`config.mk`:
```
export PLATFORM = sky130hd
export DESIGN_NAME = word_reverser_stream_top_flat
export DESIGN_NICKNAME = d
export VERILOG_FILES = /design/src/rtl/wrs_pkg.sv /design/src/rtl/wrs_if.sv /design/src/rtl/wrs_front.sv /design/src/rtl/wrs_back.sv /design/src/rtl/word_reverser_stream_top.sv /design/src/flat_wrapper.sv
export SDC_FILE = /design/constraint.sdc
export NUM_CORES = 1
export LEC_CHECK = 0
export ABC_AREA = 1
export BUFFER_PORTS_ARGS = -buffer_cell sky130_fd_sc_hd__clkbuf_2
export CORE_ASPECT_RATIO = 0.7
export CORE_UTILIZATION = 40
export DETAILED_ROUTE_END_ITERATION = 10
export GPL_TIMING_DRIVEN = 0
export PLACE_DENSITY = 0.54
export SETUP_SLACK_MARGIN = 0.2
export SLEW_MARGIN = 20
export SYNTH_ARGS = -nofsm -noshare
export SYNTH_HDL_FRONTEND = slang
export SYNTH_SLANG_ARGS = --single-unit
```
`constraint.sdc`:
```
create_clock -name clk -period 2.84 [get_ports clk]
set_clock_uncertainty 0.1 [all_clocks]
set_input_delay 0.142 -clock clk [delete_from_list [all_inputs] [get_ports clk]]
set_output_delay 0.142 -clock clk [all_outputs]
set_load 0.01 [all_outputs]
```
`src/rtl/wrs_pkg.sv`:
```
// Package for the word reverser stream block.
// Holds sizes, character bounds, the classifier function and shared types.
// No dependencies.
`timescale 1ns / 1ps

package wrs_pkg;

  localparam int MAX_WORD    = 63;
  localparam int STORE_DEPTH = 63;
  localparam int CNT_W       = 6;
  localparam int CHAR_W      = 8;

  // Queue between the front and the back part.
  localparam int QUEUE_DEPTH = 2;
  localparam int Q_PTR_W     = 1;
  localparam int Q_CNT_W     = 2;

  // Result queue at the output.
  localparam int OUT_DEPTH   = 4;
  localparam int OUT_PTR_W   = 2;
  localparam int OUT_CNT_W   = 3;

  localparam logic [CHAR_W-1:0] CH_UPPER_A = 8'h41;
  localparam logic [CHAR_W-1:0] CH_UPPER_Z = 8'h5A;
  localparam logic [CHAR_W-1:0] CH_LOWER_A = 8'h61;
  localparam logic [CHAR_W-1:0] CH_LOWER_Z = 8'h7A;
  localparam logic [CHAR_W-1:0] CH_DIGIT_0 = 8'h30;
  localparam logic [CHAR_W-1:0] CH_DIGIT_9 = 8'h39;

  typedef struct packed {
    logic [CHAR_W-1:0] char_b;
    logic              is_word;
  } wrs_item_t;

  typedef struct packed {
    logic [CHAR_W-1:0] char_out;
    logic              last;
    logic              split;
  } wrs_res_t;

  function automatic logic is_word_byte(input logic [CHAR_W-1:0] b);
    logic upper;
    logic lower;
    logic digit;
    upper = (b >= CH_UPPER_A) && (b <= CH_UPPER_Z);
    lower = (b >= CH_LOWER_A) && (b <= CH_LOWER_Z);
    digit = (b >= CH_DIGIT_0) && (b <= CH_DIGIT_9);
    return upper || lower || digit;
  endfunction

endpackage

```
`src/rtl/wrs_if.sv`:
```
// Channel interfaces for the word reverser stream block.
// One interface for the character input, one for the result output.
// No dependencies.
`timescale 1ns / 1ps

interface wrs_in_if;
  logic       valid;
  logic       ready;
  logic [7:0] char_in;

  modport source (output valid, output char_in, input ready);
  modport sink   (input valid, input char_in, output ready);
endinterface

interface wrs_out_if;
  logic       valid;
  logic       ready;
  logic [7:0] char_out;
  logic       last;
  logic       split;

  modport source (output valid, output char_out, output last, output split, input ready);
  modport sink   (input valid, input char_out, input last, input split, output ready);
endinterface

```
`src/rtl/wrs_front.sv`:
```
// Front part: accepts input beats, classifies each byte and queues it.
// Depends on wrs_pkg and wrs_in_if.
`timescale 1ns / 1ps

module wrs_front import wrs_pkg::*; (
  input  logic      clk,
  input  logic      rst_n,
  wrs_in_if.sink    in_ch,
  output logic      head_valid,
  output wrs_item_t head_item,
  input  logic      head_pop
);

  wrs_item_t            q_r [QUEUE_DEPTH];
  logic [Q_PTR_W-1:0]   wr_ptr_r, wr_ptr_nxt;
  logic [Q_PTR_W-1:0]   rd_ptr_r, rd_ptr_nxt;
  logic [Q_CNT_W-1:0]   cnt_r, cnt_nxt;
  logic                 push;
  logic                 pop;

  assign in_ch.ready = (cnt_r != Q_CNT_W'(QUEUE_DEPTH));
  assign push        = in_ch.valid && in_ch.ready;
  assign head_valid  = (cnt_r != '0);
  assign head_item   = q_r[rd_ptr_r];
  assign pop         = head_pop && head_valid;

  always_comb begin
    wr_ptr_nxt = push ? wr_ptr_r + Q_PTR_W'(1) : wr_ptr_r;
    rd_ptr_nxt = pop  ? rd_ptr_r + Q_PTR_W'(1) : rd_ptr_r;
    cnt_nxt    = cnt_r + Q_CNT_W'(push) - Q_CNT_W'(pop);
  end

  always_ff @(posedge clk) begin
    if (!rst_n) begin
      wr_ptr_r <= '0;
      rd_ptr_r <= '0;
      cnt_r    <= '0;
    end else begin
      wr_ptr_r <= wr_ptr_nxt;
      rd_ptr_r <= rd_ptr_nxt;
      cnt_r    <= cnt_nxt;
    end
  end

  always_ff @(posedge clk) begin
    if (push) begin
      q_r[wr_ptr_r] <= '{char_b: in_ch.char_in, is_word: is_word_byte(in_ch.char_in)};
    end
  end

endmodule

```
`src/rtl/wrs_back.sv`:
```
// Back part: word stack in memory, drain sequencer and result queue.
// Depends on wrs_pkg and wrs_out_if.
`timescale 1ns / 1ps

module wrs_back import wrs_pkg::*; (
  input  logic      clk,
  input  logic      rst_n,
  input  logic      head_valid,
  input  wrs_item_t head_item,
  output logic      head_pop,
  wrs_out_if.source out_ch
);

  typedef enum logic {ST_IDLE, ST_DRAIN} state_t;

  state_t                state_r, state_nxt;
  logic [CNT_W-1:0]      count_r, count_nxt;
  logic                  rd_vld_r, rd_vld_nxt;
  logic                  rd_last_r, rd_last_nxt;
  logic                  rd_split_r, rd_split_nxt;
  logic [CHAR_W-1:0]     rd_data_r;
  logic [CHAR_W-1:0]     mem [STORE_DEPTH];

  wrs_res_t              fifo_r [OUT_DEPTH];
  logic [OUT_PTR_W-1:0]  fwr_ptr_r, frd_ptr_r;
  logic [OUT_CNT_W-1:0]  fcnt_r;

  logic                  credit_ok;
  logic                  push_word;
  logic                  start_drain;
  logic                  sep_emit;
  logic                  rd_en;
  logic                  fifo_wr;
  logic                  fifo_rd;
  wrs_res_t              fifo_wdata;
  logic                  store_full;

  // A read may be issued only if the result queue has room for it and for the
  // read that may still be on its way out of the memory.
  assign credit_ok  = ({1'b0, fcnt_r} + {{OUT_CNT_W{1'b0}}, rd_vld_r})
                      < (OUT_CNT_W+1)'(OUT_DEPTH);
  assign store_full = (count_r >= CNT_W'(MAX_WORD));

  always_comb begin
    push_word    = 1'b0;
    start_drain  = 1'b0;
    sep_emit     = 1'b0;
    rd_en        = 1'b0;
    state_nxt    = state_r;
    count_nxt    = count_r;
    rd_vld_nxt   = 1'b0;
    rd_last_nxt  = rd_last_r;
    rd_split_nxt = rd_split_r;
    unique case (state_r)
      ST_IDLE: begin
        if (head_valid) begin
          if (head_item.is_word) begin
            push_word   = !store_full;
            start_drain = store_full;
          end else begin
            start_drain = (count_r != '0);
            sep_emit    = (count_r == '0) && !rd_vld_r
                          && (fcnt_r != OUT_CNT_W'(OUT_DEPTH));
          end
        end
        if (push_word) begin
          count_nxt = count_r + CNT_W'(1);
        end
        if (start_drain) begin
          state_nxt = ST_DRAIN;
        end
      end
      ST_DRAIN: begin
        if (credit_ok) begin
          rd_en        = 1'b1;
          rd_vld_nxt   = 1'b1;
          count_nxt    = count_r - CNT_W'(1);
          // Only a forced flush marks its final byte; after a separator's
          // word, the separator itself is the final result.
          rd_last_nxt  = head_item.is_word && (count_r == CNT_W'(1));
          rd_split_nxt = head_item.is_word;
          if (count_r == CNT_W'(1)) begin
            state_nxt = ST_IDLE;
          end
        end
      end
      default: state_nxt = ST_IDLE;
    endcase
  end

  assign head_pop = push_word || sep_emit;

  always_ff @(posedge clk) begin
    if (!rst_n) begin
      state_r  <= ST_IDLE;
      count_r  <= '0;
      rd_vld_r <= 1'b0;
    end else begin
      state_r  <= state_nxt;
      count_r  <= count_nxt;
      rd_vld_r <= rd_vld_nxt;
    end
  end

  always_ff @(posedge clk) begin
    rd_last_r  <= rd_last_nxt;
    rd_split_r <= rd_split_nxt;
  end

  // Word stack storage.
  always_ff @(posedge clk) begin
    if (push_word) begin
      mem[count_r] <= head_item.char_b;
    end
    if (rd_en) begin
      rd_data_r <= mem[count_r - CNT_W'(1)];
    end
  end

  // Result queue. Memory data and a separator never arrive in the same cycle.
  assign fifo_wr    = rd_vld_r || sep_emit;
  assign fifo_rd    = out_ch.valid && out_ch.ready;
  assign fifo_wdata = rd_vld_r
                      ? '{char_out: rd_data_r, last: rd_last_r, split: rd_split_r}
                      : '{char_out: head_item.char_b, last: 1'b1, split: 1'b0};

  always_ff @(posedge clk) begin
    if (!rst_n) begin
      fwr_ptr_r <= '0;
      frd_ptr_r <= '0;
      fcnt_r    <= '0;
    end else begin
      if (fifo_wr) begin
        fwr_ptr_r <= fwr_ptr_r + OUT_PTR_W'(1);
      end
      if (fifo_rd) begin
        frd_ptr_r <= frd_ptr_r + OUT_PTR_W'(1);
      end
      fcnt_r <= fcnt_r + OUT_CNT_W'(fifo_wr) - OUT_CNT_W'(fifo_rd);
    end
  end

  always_ff @(posedge clk) begin
    if (fifo_wr) begin
      fifo_r[fwr_ptr_r] <= fifo_wdata;
    end
  end

  assign out_ch.valid    = (fcnt_r != '0);
  assign out_ch.char_out = fifo_r[frd_ptr_r].char_out;
  assign out_ch.last     = fifo_r[frd_ptr_r].last;
  assign out_ch.split    = fifo_r[frd_ptr_r].split;

  a_fifo_no_overflow: assert property (@(posedge clk) disable iff (!rst_n)
    fcnt_r <= OUT_CNT_W'(OUT_DEPTH))
    else $error("result queue overflow");

  a_read_nonempty: assert property (@(posedge clk) disable iff (!rst_n)
    rd_en |-> count_r != '0)
    else $error("stack read with empty store");

  a_drain_has_head: assert property (@(posedge clk) disable iff (!rst_n)
    state_r == ST_DRAIN |-> head_valid)
    else $error("drain without a pending item");

  a_single_writer: assert property (@(posedge clk) disable iff (!rst_n)
    sep_emit |-> !rd_vld_r)
    else $error("two writers on the result queue");

  a_push_room: assert property (@(posedge clk) disable iff (!rst_n)
    push_word |=> count_r != '0 && count_r <= CNT_W'(MAX_WORD))
    else $error("store count out of range after push");

endmodule

```
`src/rtl/word_reverser_stream_top.sv`:
```
// Channel   Dir  Beat payload                 Handshake
// in_ch     in   char_in[7:0]                 valid/ready
// out_ch    out  char_out[7:0], last, split   valid/ready
//
// A letter or digit is pushed onto the word stack. A separator first starts
// the drain, then the stored bytes are read newest first through the single
// stack memory read port as the result queue has room, and the separator is
// emitted once the read pipe has emptied.
// Reset is synchronous on rst_n and clears the queues and the stack count.
// Either side may stall: a two-entry queue and a four-entry result queue
// decouple them.
// Top level of the word reverser stream block; depends on wrs_pkg, wrs_if,
// wrs_front and wrs_back.
`timescale 1ns / 1ps

module word_reverser_stream_top import wrs_pkg::*; (
  input  logic      clk,
  input  logic      rst_n,
  wrs_in_if.sink    in_ch,
  wrs_out_if.source out_ch
);

  logic      head_valid;
  wrs_item_t head_item;
  logic      head_pop;

  wrs_front u_front (
    .clk        (clk),
    .rst_n      (rst_n),
    .in_ch      (in_ch),
    .head_valid (head_valid),
    .head_item  (head_item),
    .head_pop   (head_pop)
  );

  wrs_back u_back (
    .clk        (clk),
    .rst_n      (rst_n),
    .head_valid (head_valid),
    .head_item  (head_item),
    .head_pop   (head_pop),
    .out_ch     (out_ch)
  );

endmodule

```
`src/flat_wrapper.sv`:
```
// flat-port wrapper written by rule: the top's interface ports become plain ports
module word_reverser_stream_top_flat import wrs_pkg::*;
  (clk, rst_n, in_ch_valid, in_ch_char_in, in_ch_ready, out_ch_valid, out_ch_char_out, out_ch_last, out_ch_split, out_ch_ready);
  wrs_in_if in_ch_i ();
  wrs_out_if out_ch_i ();
  input  logic clk;
  input  logic rst_n;
  input wire logic [$bits(in_ch_i.valid)-1:0] in_ch_valid;
  input wire logic [$bits(in_ch_i.char_in)-1:0] in_ch_char_in;
  output wire logic [$bits(in_ch_i.ready)-1:0] in_ch_ready;
  output wire logic [$bits(out_ch_i.valid)-1:0] out_ch_valid;
  output wire logic [$bits(out_ch_i.char_out)-1:0] out_ch_char_out;
  output wire logic [$bits(out_ch_i.last)-1:0] out_ch_last;
  output wire logic [$bits(out_ch_i.split)-1:0] out_ch_split;
  input wire logic [$bits(out_ch_i.ready)-1:0] out_ch_ready;
  assign in_ch_i.valid = in_ch_valid;
  assign in_ch_i.char_in = in_ch_char_in;
  assign in_ch_ready = in_ch_i.ready;
  assign out_ch_valid = out_ch_i.valid;
  assign out_ch_char_out = out_ch_i.char_out;
  assign out_ch_last = out_ch_i.last;
  assign out_ch_split = out_ch_i.split;
  assign out_ch_i.ready = out_ch_ready;
  word_reverser_stream_top u_core (.clk(clk), .rst_n(rst_n), .in_ch(in_ch_i), .out_ch(out_ch_i));
endmodule
```
## After elaboration in Yosys (flattened, before gate mapping)

Memory sizes are Yosys's and may differ from the RTL's. A register that Yosys moved wholly into a read port is not among the register bits.
Index checks and enable logic that the tools add are counted.

| cells by class | value |
|---|---|
| add/subtract/negate cells | 11 |
| order comparisons | 8 |
| equality and inequality tests | 5 |
| muxes and demuxes | 30 |
| bitwise operators | 1 |
| reductions and logical operators | 21 |

Operator list:

| kind | number |
|---|---|
| $mux 1 | 23 |
| $ge 8x7->1 const B | 2 |
| $le 8x7->1 const B | 2 |
| $mux 6 | 2 |
| $pmux 6 s2 | 1 |
| $mux 10 | 1 |
| $logic_and 1x1->1 | 9 |
| $ge 8x6->1 const B | 1 |
| $le 8x6->1 const B | 1 |
| $add 6x1->6 const B | 1 |
| $eq 6x1->1 const B | 1 |
| $ge 6x6->1 const B | 1 |
| $logic_not 6->1 | 1 |
| $reduce_bool 6->1 | 1 |
| $sub 6x1->6 const B | 1 |
| $add 2x1->2 const B | 2 |
| $add 3x1->4 | 1 |
| $logic_or 1x1->1 | 4 |
| $lt 4x3->1 const B | 1 |
| $mux 2 | 2 |
| $ne 2x1->1 const B | 2 |
| $reduce_and 2->1 | 2 |
| $add 3x1->3 | 1 |
| $ne 3x3->1 const B | 1 |
| 10 further kinds | 12 |

| word-level totals | value |
|---|---|
| register bits | 21 |
| RAM bits | 562 |
| input port bits | 12 |
| output and inout port bits | 12 |
| logic and storage cells | 90 |
| memories | 3 |

Memory list:

| memory | words | width | read ports | clocked after Yosys merged registers in | write ports | line | RTL |
|---|---|---|---|---|---|---|---|
| u_core.u_back.mem | 63 | 8 | 1 | 1 | 1 | wrs_back.sv:22 | `logic [CHAR_W-1:0] mem [STORE_DEPTH];` |
| u_core.u_back.fifo_r | 4 | 10 | 1 | 1 | 1 | wrs_back.sv:24 | `wrs_res_t fifo_r [OUT_DEPTH];` |
| u_core.u_front.q_r | 2 | 9 | 1 | 1 | 1 | wrs_front.sv:14 | `wrs_item_t q_r [QUEUE_DEPTH];` |

## Depth between registers and ports, before layout

| logic depth | value |
|---|---|
| depth in word-level cells | 10 |
| gate-level depth with buffers | 17 |
| gate-level depth less buffers | 13 |

## Modules after synthesis

Synthesis repeated with hierarchy kept, for this count alone.

| unflattened totals | value |
|---|---|
| cell total of the unflattened synthesis | 2440 |
| area total of the unflattened synthesis | 25568.3 µm² |

By module, submodules not included:

| module | instances | cells each | area each (µm²) | sequential area each (µm²) |
|---|---|---|---|---|
| wrs_back | 1 | 2364 | 24616.1 | 16976.3 |
| wrs_front | 1 | 76 | 952.2 | 640.6 |

## Worst setup path after synthesis

OpenSTA, ideal clock, no wires.

| timing | value |
|---|---|
| path type | register to register |
| start | register u_core.u_back.count_r[0] |
| end | register u_core.u_back.fcnt_r[2] |
| library setup time | 115 ps |
| data arrival time | 2931 ps |
| required time | 2625 ps |
| setup slack | -305 ps |
| stages on the path, launching flop included | 18 |
| buffers on the path | 4 |
| clock period less this slack | 3145 ps |
| cells stage by stage | dfxtp_1 -> inv_1 -> clkbuf_1 -> buf_2 -> buf_2 -> ha_1 -> nand2_1 -> nor3_1 -> nand3_1 -> and2_1 -> clkbuf_1 -> ha_1 -> inv_1 -> ha_1 -> inv_1 -> fa_1 -> xnor2_1 -> nor2_1 |

| on the way | value |
|---|---|
| cells in the longest elaborated chain, start to end | 9 |

Ends and longest elaborated chain:

| what | line | RTL |
|---|---|---|
| start: declaration | wrs_back.sv:17 | `logic [CNT_W-1:0] count_r, count_nxt;` |
| start signal: assignment | wrs_back.sv:100 | `count_r <= count_nxt;` |
| $logic_not 6->1 | wrs_back.sv:62 | `sep_emit = (count_r == '0) && !rd_vld_r` |
| $logic_and 1x1->1 | wrs_back.sv:62 |  |
| $logic_and 1x1->1 | wrs_back.sv:63 | `&& (fcnt_r != OUT_CNT_W'(OUT_DEPTH));` |
| $mux 1 | wrs_back.sv:57 | `if (head_item.is_word) begin` |
| $mux 1 | wrs_back.sv:56 | `if (head_valid) begin` |
| $mux 1 | wrs_back.sv:54 | `unique case (state_r)` |
| $logic_or 1x1->1 | wrs_back.sv:121 | `assign fifo_wr = rd_vld_r \|\| sep_emit;` |
| $add 3x1->3 | wrs_back.sv:139 | `fcnt_r <= fcnt_r + OUT_CNT_W'(fifo_wr) - OUT_CNT_W'(fifo_rd);` |
| $sub 3x1->3 | wrs_back.sv:139 |  |
| end signal: assignment | wrs_back.sv:139 |  |
| end: declaration | wrs_back.sv:26 | `logic [OUT_CNT_W-1:0] fcnt_r;` |

Every way passes these cells.
A chain may end at the register's enable or synchronous reset.

## Worst setup path in the final report

| timing | value |
|---|---|
| start | register u_core.u_back.count_r[0] |
| end | register u_core.u_back.rd_data_r[5] (read register of u_core.u_back.mem) (data pin) |

| on the way | value |
|---|---|
| cells in the longest elaborated chain, start to end | 1 |

Ends and longest elaborated chain:

| what | line | RTL |
|---|---|---|
| $sub 6x1->6 | wrs_back.sv:116 | `rd_data_r <= mem[count_r - CNT_W'(1)];` |
| end: declaration | wrs_back.sv:21 | `logic [CHAR_W-1:0] rd_data_r;` |

Every way passes these cells.

==> implementation parameters <==
Parameter                              Value

Hold path
  Worst min-delay path category ... in2reg
  Hold Crit Depth ... 2

Floorplanning
  Top Ports ... 24
  Chip Height ... 213 µm
  Starting density of the core ... 0.409
  Area of the placeable core ... 62200 µm²
  Horiz. Die Dim ... 303 µm
  Die area ... 64600 µm²
  Row Count ... 76

Flow run
  Number of violations of the max-capacitance limit ... 0

Worst setup path
  Register-to-Register Path Depth ... 14
  Critical path's largest stage delay ... 0.38 ns
  Worst Setup Path Type ... reg2reg
  Worst EP arrival ... 3.07 ns
  Crit. path cell count ... 14
  Crit Path Max Fanout ... 8
  Req. time, crit path ... 3.09 ns
  Number of buffers and inverters on the critical path ... 7
  CP max-delay cell ... ha_4
  Critical-path cell list ... inv_4 > clkbuf_16 > buf_12 > buf_12 > ha_4 > clkinv_8 > buf_16 > clkbuf_16 > nand2_1 > nand3_2 > nand3_2 > nand3_2 > nand3_2 > nand2_1
  Cell repeated most along the worst path ... nand3_2
  Endpoint kind of the worst setup timing path ... flip-flop
  Cell class contributing the biggest share of worst-path delay ... buffers and inverters
  Kind of start point of the critical path ... flip-flop

Synthesis
  Mean cell area of the mapped netlist ... 10.4 µm²
  Post-synthesis net count ... 2471
  Share of flip-flops with an asynchronous set or reset ... 0
  Number of distinct library cells after synthesis ... 29
  Leading post-synthesis cells by cell area ... edfxtp_1 (68%), nand2_1 (11%), nand3_1 (7.5%), inv_1 (4.4%), nor2_1 (2.3%)
  Post-synthesis sequential area ratio ... 0.693
  Portion of synthesized cell area occupied by the leading cell type ... 0.675
  Number of warning messages in the yosys log ... 0
  Cell with the most instances after synthesis ... nand2_1
  Cell area after synthesis ... 25400 µm²
  Number of flip-flops and latches in the synthesized netlist ... 594
  Predominant post-synthesis flop cell ... edfxtp_1
  Top post-synthesis cells by count ... nand2_1 (755), edfxtp_1 (572), nand3_1 (381)
  Number of enable-type register cells in the synthesized netlist ... 572
  Cell type with the largest total area after synthesis ... edfxtp_1
  Gate count of the mapped netlist ... 2445

Clock tree
  TritonCTS clock tree ... done
  Latest clock arrival within the worst-skew pair ... 0.62 ns
  Count of H-tree levels built during CTS ... 2
  CTS Root Buffer Type ... clkbuf_16
  Maximum clock insertion buffer count ... 3
  Sink Count ... 594
  Register clock-pin slew on the reported worst setup and hold paths ... 0.06 ns
  Cts bufs inserted ... 58

Pwr
  Overall power consumption ... 38.4 mW
  P_leak ... 12.4 nW
  PwrDens ... 1230 nW/µm²
  Peak supply drop ... 0.000557 V

Layout
  Summed area of non-filler cells in the final layout ... 31300 µm²
  Share of post-route cells with drive strength above 1 ... 0.200
  Number of nets in the layout ... 2627
  Filler Cells Inserted ... 5553
  Final Non-Filler Cells ... 3469
  Layout area overhead ... 23.0%

STA
  Measured slew at the worst slew-check pin ... 0.938 ns
  Post-route fraction of the period consumed by the critical path ... 0.992
  Setup TNS ... 0 ns
  Final number of hold-violating endpoints ... 0
  Max-Slew Margin vs Limit ... 0.373
  RSZ-0062 raised after global routing ... yes
  Clock period minus worst slack ... 2.82 ns
  Maximum frequency from static timing analysis ... 355 MHz
  Number of max-slew violations in the final report ... 0
  Total of endpoints with negative setup slack in the final report ... 0

Global routing
  Maximum number of pins on one net before global-route repair ... 49
  Leftover overflow at the end of global routing ... 0
  Number of global-route vias before repair ... 16.8k
  Antenna violations before repair ... 2
  First-pass GRT wire length ... 109000 µm
  Total global-route track usage ... 0.235

Route
  Per-cell via count in the routed design ... 5.13
  DR DRC count ... 0
  Number of antenna-violating nets in the routed design ... 0
  Number of DRC markers after the initial detailed-route iteration ... 2066
  Wirelength, routed ... 76000 µm
  Wire length per cell after detailed routing ... 21.9 µm
  DRT Pass-1 Iters ... 5
  Via count ... 17.8k

Placed design
  Number of placed instances, taps included ... 3297
  Number of buffers added on ports ... 23
  Gpl congestion ... 0.919
  Detailed Place HPWL ... 51200 µm
  Placed standard-cell area ... 26900 µm²

Outcome
  Outcome ... complete, no violations
[path summary, 6_finish.rpt]
path	start	endpoint	slack, ns
min	in_ch_char_in[7]	u_core.u_front.q_r[0][8]	0.21
max	u_core.u_back.count_r[0]	u_core.u_back.rd_data_r[5]	0.02
max reg2reg	u_core.u_back.count_r[0]	u_core.u_back.rd_data_r[5]	0.02
min reg2reg	u_core.u_back.frd_ptr_r[1]	flip-flop	0.36
[what timing repair did]
| action | 4_1_cts | 5_1_grt |
|---|---|---|
| cloned | 0 | 5 |
| pin swaps | 5 | 80 |
| hold buffers | 12 | 0 |
| gates resized for setup | 186 | 353 |
| setup buffers | 20 | 27 |
| hold endpoints to repair | 33 | 0 |
| endpoints found under the setup margin | 544 | 495 |
[registers in the layout, summed over array words and instances (netlist names), named ones only]
register,cells
u_core.u_back.state_r,1
u_core.u_front.cnt_r,2
u_core.u_back.rd_split_r,1
u_core.u_back.frd_ptr_r,2
u_core.u_back.fwr_ptr_r,2
u_core.u_front.rd_ptr_r,1
u_core.u_back.rd_vld_r,1
u_core.u_back.count_r,6
u_core.u_front.wr_ptr_r,1
u_core.u_back.mem,504
u_core.u_front.q_r,18
u_core.u_back.rd_last_r,1
u_core.u_back.rd_data_r,8
u_core.u_back.fcnt_r,3
u_core.u_back.fifo_r,40
[metal layers]
layer / track usage / up-vias / share of wire
met1: 0.370 / 8639 / 0.48
li1: - / 8440 / -
met5: 0 / - / 0
met2: 0.327 / 620 / 0.41
met4: 0.0529 / 0 / 0.017
met3: 0.0518 / 89 / 0.095
[layout make-up]
cell class | count | area [µm²] | area share
antenna | 1 | 2.50 | 0.0000800
tap | 819 | 1020 | 0.0327
timing repair buffer | 96 | 927 | 0.0296
clock buffer | 75 | 1550 | 0.0494
inverter | 306 | 1170 | 0.0375
buffer | 119 | 845 | 0.0270
multi-input combinational | 1425 | 7890 | 0.252
sequential | 594 | 17600 | 0.563
clock inverter | 33 | 263 | 0.00839
timing repair inverter | 1 | 8.76 | 0.000280
[where the power goes]
group	leakage (nW)	total [mW]	internal [mW]	switching (mW)
combinational	6.20	19.5	5.94	13.6
clock	0.885	7.49	4.19	3.30
sequential	5.34	11.4	11.2	0.180
[layout by cell type, fill, tap and decap left out, drive strengths merged]
cell type	netlist	routed
nand4	6	6
a21oi	8	8
diode	0	1
xor2	4	4
clkinv	3	28
dlygate4sd3	0	12
nor2	159	159
nor3	13	13
nand3	381	381
clkinvlp	0	4
inv	303	304
nor3b	1	1
nand2	755	755
a31oi	8	8
dfxtp	22	22
nor4	3	3
o21ai	54	54
edfxtp	572	572
o22ai	10	10
or2	2	2
and3	1	1
a21boi	1	1
ha	13	13
clkbuf	77	168
fa	1	1
nand3b	2	2
and2	1	1
xnor2	2	2
bufinv	0	4
buf	43	110
[worst register-to-register path, stage by stage, from the launching register on]
cell and delay (ns):
dfxtp_4 0.37, inv_4 0.05, clkbuf_16 0.15, buf_12 0.13, buf_12 0.13, ha_4 0.39
clkinv_8 0.16, buf_16 0.21, clkbuf_16 0.19, nand2_1 0.08, nand3_2 0.13, nand3_2 0.14
nand3_2 0.12, nand3_2 0.11, nand2_1 0.09
[cells by family (layout without fill, tap and decap cells)]
| family | after synthesis | in the layout | synth area share |
|---|---|---|---|
| compound gates | 81 | 81 | 0.0169 |
| fa+ha+maj | 14 | 14 | 0.00718 |
| buf+inv | 426 | 630 | 0.0642 |
| other cells | 0 | 1 | 0 |
| xor+xnor | 6 | 6 | 0.00266 |
| simple gates | 1324 | 1324 | 0.216 |
| flops | 594 | 594 | 0.693 |
[stage by stage]
step | setup WS [ns] | util | hold slack [ns]
floorplan | 0.203 | - | 0.141
global placement | -1.26 | 0.428 | 0.263
detailed placement | -1.27 | 0.433 | 0.268
CTS | -0.0834 | 0.475 | 0.169
global route | -0.0254 | 0.503 | 0.204
finish | 0.0218 | 0.503 | 0.206
Power figures use the tool's default switching activity.
